[src/rtl/scd_pkg.sv]
// Shared types and constants of the sprite chain decoder.
`timescale 1ns / 1ps

package scd_pkg;

    localparam int IN_DATA_W  = 48;
    localparam int OUT_DATA_W = 48;
    localparam int QDEPTH     = 2;
    localparam int QPTR_W     = 1;
    localparam int QCNT_W     = 2;

    localparam logic [8:0] X_WRAP_LIMIT = 9'd496;
    localparam logic [8:0] Y_ORIGIN     = 9'd256;
    localparam logic [9:0] SEG_HEIGHT   = 10'd16;

    // Attribute byte bit positions.
    localparam int ATTR_EN    = 0;
    localparam int ATTR_Y8    = 1;
    localparam int ATTR_X8    = 2;
    localparam int ATTR_FLIPY = 3;
    localparam int ATTR_FLIPX = 4;

    // One decoded sprite, ready for segment expansion.
    typedef struct packed {
        logic [15:0] base_tile;
        logic [3:0]  bank;
        logic        mirror_x;
        logic        mirror_y;
        logic [9:0]  x_pos;
        logic [9:0]  y_base;
        logic [2:0]  segs_m1;
    } sprite_cmd_t;

    // Handshake between the queue and a neighbor.
    typedef struct packed {
        logic valid;
        logic ready;
    } hs_t;

endpackage

[src/rtl/scd_front.sv]
// Front end: accepts attribute entries, drops disabled ones and decodes positions.
`timescale 1ns / 1ps

module scd_front
    import scd_pkg::*;
(
    input  logic                 s_tvalid,
    output logic                 s_tready,
    input  logic [IN_DATA_W-1:0] s_tdata,
    output hs_t                  push_hs,
    output sprite_cmd_t          push_cmd,
    input  logic                 queue_full
);

    logic [7:0]  y_low;
    logic [7:0]  attr_byte;
    logic [7:0]  tile_low;
    logic [7:0]  tile_high;
    logic [3:0]  colour_bank;
    logic [7:0]  x_low;
    logic [8:0]  x9;
    logic [8:0]  y9;
    logic [8:0]  y_top;
    logic        accepted;

    assign y_low       = s_tdata[7:0];
    assign attr_byte   = s_tdata[15:8];
    assign tile_low    = s_tdata[23:16];
    assign tile_high   = s_tdata[31:24];
    assign colour_bank = s_tdata[35:32];
    assign x_low       = s_tdata[43:36];

    assign s_tready = !queue_full;
    assign accepted = s_tvalid && s_tready;

    assign x9    = {attr_byte[ATTR_X8], x_low};
    assign y9    = {attr_byte[ATTR_Y8], y_low};
    assign y_top = Y_ORIGIN - y9;

    always_comb
    begin
        push_cmd.base_tile = {tile_high, tile_low};
        push_cmd.bank      = colour_bank;
        push_cmd.mirror_x  = attr_byte[ATTR_FLIPX];
        push_cmd.mirror_y  = attr_byte[ATTR_FLIPY];
        // Positions past the right edge wrap to the left as negative values.
        push_cmd.x_pos     = {(x9 > X_WRAP_LIMIT), x9};
        push_cmd.y_base    = {1'b0, y_top} - SEG_HEIGHT;
        push_cmd.segs_m1   = attr_byte[7:5];
    end

    // A disabled entry is taken off the bus and never queued.
    assign push_hs.valid = accepted && attr_byte[ATTR_EN];
    assign push_hs.ready = s_tready;

endmodule

[src/rtl/scd_queue.sv]
// Short queue of decoded sprites between the front and back ends.
`timescale 1ns / 1ps

module scd_queue
    import scd_pkg::*;
(
    input  logic        clk,
    input  logic        rst_n,
    input  logic        push,
    input  sprite_cmd_t push_cmd,
    output logic        full,
    output logic        empty,
    input  logic        pop,
    output sprite_cmd_t pop_cmd
);

    sprite_cmd_t        slot_reg [QDEPTH];
    logic [QPTR_W-1:0]  wr_ptr_reg;
    logic [QPTR_W-1:0]  wr_ptr_next;
    logic [QPTR_W-1:0]  rd_ptr_reg;
    logic [QPTR_W-1:0]  rd_ptr_next;
    logic [QCNT_W-1:0]  count_reg;
    logic [QCNT_W-1:0]  count_next;
    logic               do_push;
    logic               do_pop;

    assign full    = (count_reg == QCNT_W'(QDEPTH));
    assign empty   = (count_reg == '0);
    assign do_push = push && !full;
    assign do_pop  = pop && !empty;
    assign pop_cmd = slot_reg[rd_ptr_reg];

    always_comb
    begin
        wr_ptr_next = do_push ? wr_ptr_reg + 1'b1 : wr_ptr_reg;
        rd_ptr_next = do_pop ? rd_ptr_reg + 1'b1 : rd_ptr_reg;
        count_next  = count_reg + QCNT_W'(do_push) - QCNT_W'(do_pop);
    end

    always_ff @(posedge clk or negedge rst_n)
    begin
        if (!rst_n)
        begin
            wr_ptr_reg <= '0;
            rd_ptr_reg <= '0;
            count_reg  <= '0;
        end
        else
        begin
            wr_ptr_reg <= wr_ptr_next;
            rd_ptr_reg <= rd_ptr_next;
            count_reg  <= count_next;
        end
    end

    always_ff @(posedge clk)
    begin
        if (do_push)
        begin
            slot_reg[wr_ptr_reg] <= push_cmd;
        end
    end

    assert property (@(posedge clk) disable iff (!rst_n)
        count_reg <= QCNT_W'(QDEPTH))
        else $error("queue count exceeds its depth");

    assert property (@(posedge clk) disable iff (!rst_n)
        (do_push && !do_pop) |=> (count_reg == $past(count_reg) + 1'b1))
        else $error("queue count missed a push");

    assert property (@(posedge clk) disable iff (!rst_n)
        (count_reg == '0 || count_reg == QCNT_W'(QDEPTH)) |-> (wr_ptr_reg == rd_ptr_reg))
        else $error("queue pointers disagree with count");

endmodule

[src/rtl/scd_back.sv]
// Back end: expands one decoded sprite into its column of segment words.
`timescale 1ns / 1ps

module scd_back
    import scd_pkg::*;
(
    input  logic                  clk,
    input  logic                  rst_n,
    input  logic                  queue_empty,
    input  sprite_cmd_t           queue_cmd,
    output logic                  pop,
    output logic                  m_tvalid,
    input  logic                  m_tready,
    output logic [OUT_DATA_W-1:0] m_tdata,
    output logic                  m_tlast
);

    sprite_cmd_t            cmd_reg;
    sprite_cmd_t            cmd_next;
    logic                   busy_reg;
    logic                   busy_next;
    logic [2:0]             k_reg;
    logic [2:0]             k_next;
    logic                   out_valid_reg;
    logic                   out_valid_next;
    logic [OUT_DATA_W-1:0]  out_data_reg;
    logic [OUT_DATA_W-1:0]  out_data_next;
    logic                   out_last_reg;
    logic                   out_last_next;
    logic                   load_out;
    logic                   last_seg;
    logic [2:0]             step;
    logic [15:0]            tile_code;
    logic [9:0]             y_pos;

    assign load_out = busy_reg && (!out_valid_reg || m_tready);
    assign last_seg = (k_reg == cmd_reg.segs_m1);
    assign pop      = !queue_empty && (!busy_reg || (load_out && last_seg));

    // With vertical mirroring the first segment gets the smallest y_pos of the column.
    assign step      = cmd_reg.mirror_y ? cmd_reg.segs_m1 - k_reg : k_reg;
    assign tile_code = cmd_reg.base_tile + {13'd0, k_reg};
    assign y_pos     = cmd_reg.y_base - {3'd0, step, 4'd0};

    always_comb
    begin
        cmd_next       = cmd_reg;
        busy_next      = busy_reg;
        k_next         = k_reg;
        out_valid_next = out_valid_reg;
        out_data_next  = out_data_reg;
        out_last_next  = out_last_reg;

        if (out_valid_reg && m_tready)
        begin
            out_valid_next = 1'b0;
        end

        if (load_out)
        begin
            out_valid_next = 1'b1;
            out_data_next  = {6'd0, y_pos, cmd_reg.x_pos, cmd_reg.mirror_y,
                              cmd_reg.mirror_x, cmd_reg.bank, tile_code};
            out_last_next  = last_seg;
            k_next         = k_reg + 1'b1;
            if (last_seg)
            begin
                busy_next = 1'b0;
            end
        end

        if (pop)
        begin
            cmd_next  = queue_cmd;
            busy_next = 1'b1;
            k_next    = '0;
        end
    end

    always_ff @(posedge clk or negedge rst_n)
    begin
        if (!rst_n)
        begin
            busy_reg      <= 1'b0;
            k_reg         <= '0;
            out_valid_reg <= 1'b0;
        end
        else
        begin
            busy_reg      <= busy_next;
            k_reg         <= k_next;
            out_valid_reg <= out_valid_next;
        end
    end

    always_ff @(posedge clk)
    begin
        cmd_reg      <= cmd_next;
        out_data_reg <= out_data_next;
        out_last_reg <= out_last_next;
    end

    assign m_tvalid = out_valid_reg;
    assign m_tdata  = out_data_reg;
    assign m_tlast  = out_last_reg;

    assert property (@(posedge clk) disable iff (!rst_n)
        busy_reg |-> (k_reg <= cmd_reg.segs_m1))
        else $error("segment index ran past the chain length");

    assert property (@(posedge clk) disable iff (!rst_n)
        pop |-> (!busy_reg || (load_out && last_seg)))
        else $error("new sprite taken while one is still being expanded");

    assert property (@(posedge clk) disable iff (!rst_n)
        (load_out && !last_seg) |=> (busy_reg && k_reg == $past(k_reg) + 3'd1))
        else $error("segment index did not advance");

    assert property (@(posedge clk) disable iff (!rst_n)
        (load_out && last_seg && !pop) |=> !busy_reg)
        else $error("expansion did not finish after the last segment");

endmodule

[src/rtl/sprite_chain_decoder.sv]
// Top level of the sprite chain decoder.
`timescale 1ns / 1ps

// Each sprite attribute word is decoded combinationally by the front end and
// queued; a disabled entry is consumed without any output. The back end
// sends one segment word per cycle while the output is not stalled, and an
// enabled entry with a chain field of n gives n+1 segment words, up to eight
// per entry. A two-entry queue lets the input keep accepting while the
// output is stalled, and the output register holds a finished word until
// it is taken. There is no configuration and nothing to clear after reset.
module sprite_chain_decoder
    import scd_pkg::*;
(
    input  logic                  clk,
    input  logic                  rst_n,
    input  logic                  s_tvalid,
    output logic                  s_tready,
    // y_low[7:0], attr_byte[15:8], tile_low[23:16], tile_high[31:24],
    // colour_bank[35:32], x_low[43:36], zero[47:44]
    input  logic [IN_DATA_W-1:0]  s_tdata,
    output logic                  m_tvalid,
    input  logic                  m_tready,
    // tile_code[15:0], palette_bank[19:16], mirror_x[20], mirror_y[21],
    // x_pos[31:22], y_pos[41:32], zero[47:42]
    output logic [OUT_DATA_W-1:0] m_tdata,
    output logic                  m_tlast
);

    hs_t         push_hs;
    sprite_cmd_t push_cmd;
    sprite_cmd_t pop_cmd;
    logic        queue_full;
    logic        queue_empty;
    logic        pop;

    scd_front u_front (
        .s_tvalid   (s_tvalid),
        .s_tready   (s_tready),
        .s_tdata    (s_tdata),
        .push_hs    (push_hs),
        .push_cmd   (push_cmd),
        .queue_full (queue_full)
    );

    scd_queue u_queue (
        .clk      (clk),
        .rst_n    (rst_n),
        .push     (push_hs.valid && push_hs.ready),
        .push_cmd (push_cmd),
        .full     (queue_full),
        .empty    (queue_empty),
        .pop      (pop),
        .pop_cmd  (pop_cmd)
    );

    scd_back u_back (
        .clk         (clk),
        .rst_n       (rst_n),
        .queue_empty (queue_empty),
        .queue_cmd   (pop_cmd),
        .pop         (pop),
        .m_tvalid    (m_tvalid),
        .m_tready    (m_tready),
        .m_tdata     (m_tdata),
        .m_tlast     (m_tlast)
    );

endmodule
[config.mk]
export PLATFORM = sky130hd
export DESIGN_NAME = sprite_chain_decoder
export DESIGN_NICKNAME = d
export VERILOG_FILES = /design/src/rtl/scd_pkg.sv /design/src/rtl/scd_front.sv /design/src/rtl/scd_queue.sv /design/src/rtl/scd_back.sv /design/src/rtl/sprite_chain_decoder.sv
export SDC_FILE = /design/constraint.sdc
export NUM_CORES = 1
export LEC_CHECK = 0
export ABC_AREA = 1
export BUFFER_PORTS_ARGS = -buffer_cell sky130_fd_sc_hd__buf_2
export CORE_ASPECT_RATIO = 0.5
export CORE_UTILIZATION = 57
export DETAILED_ROUTE_END_ITERATION = 10
export GPL_TIMING_DRIVEN = 0
export PLACE_DENSITY_LB_ADDON = 0.2
export RECOVER_POWER = 50
export SLEW_MARGIN = 15
export SYNTH_ARGS = -nofsm -noshare
export SYNTH_HDL_FRONTEND = slang
export SYNTH_SLANG_ARGS = --single-unit
[constraint.sdc]
create_clock -name clk -period 3.7 [get_ports clk]
set_input_delay 0.74 -clock clk [delete_from_list [all_inputs] [get_ports clk]]
set_output_delay 0.74 -clock clk [all_outputs]
set_load 0.1 [all_outputs]
==> results of run 1 <==
-- through the flow --
step	instance area [um^2]	TNS, ns	worst slack (ns)
finish	8660	0	0.915
global placement	8050	-69.44	-0.772
global route	8660	0	0.663
CTS	8770	0	0.890
floorplan	7380	-0.832	-0.0185
detailed placement	8160	0	0.816
-- logic make-up (layout without fill, tap and decap cells) --
kind of cell	after synthesis	count (layout)
other cells	1	6
xor+xnor	24	24
compound gates	12	12
buf+inv	59	187
flops	187	187
simple gates	244	244
fa+ha+maj	16	16
-- layer usage --
metal,wire [um],track usage [%]
met5,0,0
met4,102,5.98
met3,662,4.10
met2,6430,35.7
met1,5300,24.7
-- final timing paths --
kind / from / end / slack [ns] / depth (start not counted)
worst max-delay path: u_back.k_reg[1] / u_queue.count_reg[1] / 0.92 / 10
worst min-delay path: rst_n / u_queue.wr_ptr_reg / 0.26 / 1
worst max register to register: u_back.k_reg[1] / u_queue.count_reg[1] / 0.92 / 10
worst min register to register: u_back.cmd_reg[25] / u_back.m_tdata[16] / 0.42 / 0
max in group asynchronous: rst_n / u_back.k_reg[1] / 3.08 / 1
min in group clk: u_back.cmd_reg[25] / u_back.m_tdata[16] / 0.42 / 0
-- critical path: cells and delay by family, from the launching register on --
kind          cells  cell delay, ns
xor+xnor          1            0.11
buf+inv           3            1.02
flops             1            0.41
simple gates      3            0.33
fa+ha+maj         3            0.85
-- cell type report --
class | count | area (um^2) | area share [%]
timing repair buffer | 96 | 474 | 5.48
inverter | 44 | 165 | 1.91
sequential | 187 | 5570 | 64.4
buffer | 15 | 80.1 | 0.925
multi-input combinational | 302 | 1550 | 18.0
clock buffer | 17 | 425 | 4.91
tap | 165 | 206 | 2.39
clock inverter | 15 | 180 | 2.08
-- cell usage in the layout, fill, tap and decap left out, types with 2 or more instances in the layout --
master     netlist  routed
nand2_1        185     187
edfxtp_1       178     178
buf_2            5      66
inv_1           39      41
clkbuf_1         4      37
clkbuf_16        0      17
nor2_1          16      16
xor2_1          13      13
nand3_1         12      13
ha_1            13      13
xnor2_1         11      11
dfrtp_1          9       9
nand4_1          6       6
buf_4            6       6
conb_1           1       6
inv_8            0       5
o21ai_0          4       4
nor2_4           2       4
nor2_2           6       4
clkinv_4         0       4
a21oi_1          2       3
nor3_1           3       3
nand2_2          5       3
inv_2            5       3
fa_1             3       3
o21ai_1          2       2
nand3_2          3       2
nand3b_1         2       2
nor4_1           2       2
bufinv_16        0       2
inv_6            0       2
buf_12           0       2
==> results.cfg, run 1 <==
[worst_setup_path]
startpoint_type = flop
timing.critical_path.cells = inv_1 > ha_1 > nand4_1 > nand2_1 > nand2_1 > inv_2 > ha_1 > inv_1 > ha_1 > xnor2_1
worstPathRequired_ns = 4.04
critPathKind = flop to flop
cp_common_cell = ha_1
crit_fanout = 49
cp.arrival_ns = 3.12
crit_slowest_cell = inv_2
cp-end-kind = flop
slowest_delay_ns = 0.80

[routing]
vias = 4155
wirelength_um = 12500
viasPerCell = 4.94
drc = 0
drt_pass1_iterations = 5
detail-route-antenna-nets = 0
wire_per_inst_um = 14.9
drt_iter0_markers = 291

[logic_synthesis]
ys.flop_type = edfxtp_1
synth_top_area_cell = edfxtp_1
synth-compound-area-share_pct = 1.00
synthAdderAreaFrac_pct = 3.03
synth_common_cells = 185 x nand2_1, 178 x edfxtp_1, 39 x inv_1
ys_ff_latch = 187
synthArstFlopShare_pct = 4.81
synth_top_family_by_area = simple AND/OR/NAND/NOR gates
synth_xor_area_share_pct = 2.86
synth.top_cell.area_share_pct = 72.6
ys_warn_count = 0
synth.area.top_cells = edfxtp_1 73%, nand2_1 9.4%, dfrtp_1 3.1%, ha_1 2.2%, inv_1 2.0%
postSynthCellCount = 543
yosys.area_share.simple_pct = 14.0
synth_cell_types = 32
syn-cell-area_mm2 = 0.00736
yosys.cell_count.top_type = nand2_1
synth_edf_count = 178
synthMuxAreaShare_pct = 0
synth.avg_cell_area_um2 = 13.6
synth-seq-area-share_pct = 75.7

[clock_network]
cts_buffers = 17
cts-root-to-sink-buffers = 2
hold_buffers = 0
cts-resized-gates = 0
cts_tree = yes
htree_levels = 4
clockRootBuffer = clkbuf_16
numClockSinks = 187
clk_latency_ns = 0.41
cts.clk_slew.worst_paths_ns = 0.07
postCtsSetupRepairBufs = 0

[global_routing]
grt_pass1_wl_um = 19600
grt_pass1_vias = 4050
grt-ovfl-total = 0
grt_usage_pct = 19.8
antenna_found_initial = 0
grt_max_degree = 50

[finish]
largest_reg_flops = 90
nets = 731
stdcell_count = 841
num_antenna_cells = 0
drive_gt1_share_pct = 18.2
layout-area-overhead-vs-synth_pct = 17.6
final_util_pct = 71.0
fillers = 817

[placed_design]
gp_congestion = 0.821
dpl.cell_count = 809
io_buffers = 92
dp_hpwl_um = 8540

[sta]
worstMarginPinSlew_ns = 1.26
fin_worst_skew_ns = 0.0160
grt_setup_unrepaired = false
setup_violations = 0
maxSlewViolCount = 0
period_needed_ns = 2.78
hold_violations = 0
fmax_ghz = 0.359
relSlewSlack_pct = 15.8
whs_ns = 0.264
post-route-period-util_pct = 75.3

[floorplanning]
rows = 28
fp.coreArea_mm2 = 0.0122
die_area_mm2 = 0.0134
ios = 103
dieHeight_um = 82.4
initial_core_util_pct = 60.4
die_w_um = 163

[worst_hold_path]
worst_hold_path_type = primary input to asynchronous set/reset pin

[flow_run]
cap_viol_max_count = 0

[outcome]
outcome = complete, no violations
Power of run 1 is left out: the tool's default activity adds up to more than one toggle a clock period on the data nets, which glitch-free logic cannot reach.
==> run 2, diff against run 1 <==
--- a/config.mk
+++ b/config.mk
@@ -5,7 +5,7 @@
 export SDC_FILE = /design/constraint.sdc
 export NUM_CORES = 1
 export LEC_CHECK = 0
-export ABC_AREA = 1
+export ABC_AREA = 0
 export BUFFER_PORTS_ARGS = -buffer_cell sky130_fd_sc_hd__buf_2
 export CORE_ASPECT_RATIO = 0.5
 export CORE_UTILIZATION = 57
==> constraint.sdc (replaced) <==
create_clock -name clk -period 2.6 [get_ports clk]
set_input_delay 0.52 -clock clk [delete_from_list [all_inputs] [get_ports clk]]
set_output_delay 0.52 -clock clk [all_outputs]
set_load 0.1 [all_outputs]
==> results.cfg, run 2 <==
[outcome]
outcome = complete, no violations

[power_and_ir_drop]
p_total_mw = 10.2
peakVddDrop_mv = 0.739
leakage_nw = 3.06
p_per_area_mw_per_mm2 = 1190

[finish]
num_antenna_cells = 0
stdcell_area_mm2 = 0.00858
largest_reg_flops = 90
final_cell_mix = 178 x edfxtp_1, 55 x clkbuf_1, 45 x mux2_2, 42 x buf_2, 25 x xnor2_1
drive_gt1_share_pct = 27.3
stdcell_count = 689
layout-area-overhead-vs-synth_pct = 19.6
nets = 579
final_common_cell = edfxtp_1

[clock_network]
clockRootBuffer = clkbuf_16
postCtsSetupRepairBufs = 0
cts_tree = yes
cts_buffers = 17
clk_latency_ns = 0.42
htree_levels = 4
cts.clk_slew.worst_paths_ns = 0.07
cts-root-to-sink-buffers = 2
numClockSinks = 187

[floorplanning]
die_area_mm2 = 0.0131
ios = 103
fp.coreArea_mm2 = 0.0121
rows = 28
initial_core_util_pct = 59.5
die_w_um = 161
dieHeight_um = 81.3

[logic_synthesis]
synth.avg_cell_area_um2 = 18.4
postSynthCellCount = 389
synth_cell_types = 33
synth_common_cells = 178 x edfxtp_1, 45 x mux2_2, 25 x xnor2_1
synth.area.top_cells = edfxtp_1 74%, mux2_2 7.1%, dfrtp_1 3.1%, xnor2_1 3.1%, ha_1 2.3%
ys_ff_latch = 187
ys_warn_count = 0
synth_top_area_cell = edfxtp_1
synth_edf_count = 178
syn-cell-area_mm2 = 0.00718
synth-seq-area-share_pct = 77.6
synth.top_cell.area_share_pct = 74.5
yosys.cell_count.top_type = edfxtp_1
ys.flop_type = edfxtp_1
synthArstFlopShare_pct = 4.81

[global_routing]
grt_pass1_wl_um = 17100
grt-ovfl-total = 0
antenna_found_initial = 0
grt_usage_pct = 18.2
grt_pass1_vias = 3420
grt_max_degree = 46

[worst_setup_path]
worstPathRequired_ns = 2.76
crit_fanout = 5
cp-end-kind = flop
critPathKind = flop to flop
startpoint_type = flop
cp.arrival_ns = 2.66

[placed_design]
io_buffers = 92
place_area_mm2 = 0.00804
pre_cts_ws_ns = -0.115
gp_congestion = 0.734
dp_hpwl_um = 7330
dpl.cell_count = 656

[routing]
viasPerCell = 5.07
wirelength_um = 11300
drt_iter0_markers = 144
drc = 0
wire_per_inst_um = 16.4
drt_pass1_iterations = 4
vias = 3495
detail-route-antenna-nets = 0

[sta]
fin_setup_tns_ns = 0
fin_worst_skew_ns = 0.0113
maxSlewViolCount = 0
post-route-period-util_pct = 96.4
worstMarginPinSlew_ns = 1.30
grt_setup_unrepaired = false
fmax_ghz = 0.399
setup_violations = 0
relSlewSlack_pct = 13.4
period_needed_ns = 2.51
hold_violations = 0
setup_slack_ns = 0.0928

[flow_run]
cap_viol_max_count = 0

[worst_hold_path]
worst_hold_path_type = primary input to flop
run 2: cell count changes after synthesis, sizes merged, moves of 4 or more:
cell	change
nand4	-4
nand2	-173
nor2	-16
inv	-26
buf	-5
mux2	+45
nand3	-8
xnor2	+14
o21ai	-4
a21o	+5
run 2: critical path, cell delays in order, from the launching register on:
cell     delay, ns
dfrtp_2       0.45
ha_1          0.20
inv_1         0.07
fa_1          0.44
mux2i_4       0.20
ha_1          0.27
a21o_1        0.17
a21o_1        0.20
nor3_2        0.14
xor2_1        0.10
run 2: layout make-up:
class                   count  area [um^2]
inverters                  18         67.6
plain buffers              11         63.8
multi-input cells         178         1550
well taps                 165          206
flip-flops and latches    187         5570
repair buffers             98          523
clock inverters            15          173
clock buffers              17          425
fillers                   775         3470
run 2: cells by family after synthesis:
family / after synthesis / share of synthesized area (%)
DFF: 187 / 77.6
xor gates and xnor gates: 35 / 4.27
AOI/OAI and AO/OA: 17 / 1.59
muxes: 47 / 7.34
other: 1 / 0.0523
and+or+nand+nor: 57 / 4.18
buffers and inverters: 29 / 1.83
adders and majority gates: 16 / 3.10
run 2: timing repair:
item / in CTS / in global routing
endpoints found under the hold margin: 9 / 0
hold buffers: 1 / 0
gates resized for setup: 3 / 2
endpoints found under the setup margin: 1 / 1
run 2: stage by stage:
stage                     utilization (%)  hold WS, ns
final                                71.2        0.288
after global routing                 71.2        0.269
after CTS                            71.9        0.271
after detailed placement             66.7        0.383
after global placement               65.6        0.381
after floorplan                         -        0.224
run 2: metal layers:
layer  global-route usage, %  share of wire, %  vias up
met3                    4.70               3.5        8
met4                    6.76              0.92        0
met2                    31.3                51       79
met5                       0                 0        -
li1                        -                 -     1700
met1                    22.7                45     1708
run 2: final timing paths:
check,endpoint,slack [ns],from,cells after the start
hold reg to reg,u_back.m_tdata[26],0.42,u_back.cmd_reg[17],0
setup / recovery,u_back.m_tdata[41],0.09,u_back.k_reg[0],9
hold / removal,u_queue.slot_reg[1][36],0.29,s_tdata[23],1
min in group asynchronous,u_queue.count_reg[1],0.58,rst_n,2
max in group asynchronous,u_back.k_reg[0],1.66,rst_n,2
setup reg to reg,u_back.m_tdata[41],0.09,u_back.k_reg[0],9
run 2: power breakdown:
group	switching (mW)	internal [mW]	leakage [nW]	total, mW
Sequential	0.229	4.11	1.75	4.34
Combinational	2.40	0.876	1.01	3.27
Clock	1.18	1.38	0.292	2.56
Total	3.81	6.37	3.06	10.2
No activity file was read; power rests on OpenSTA's default activity.
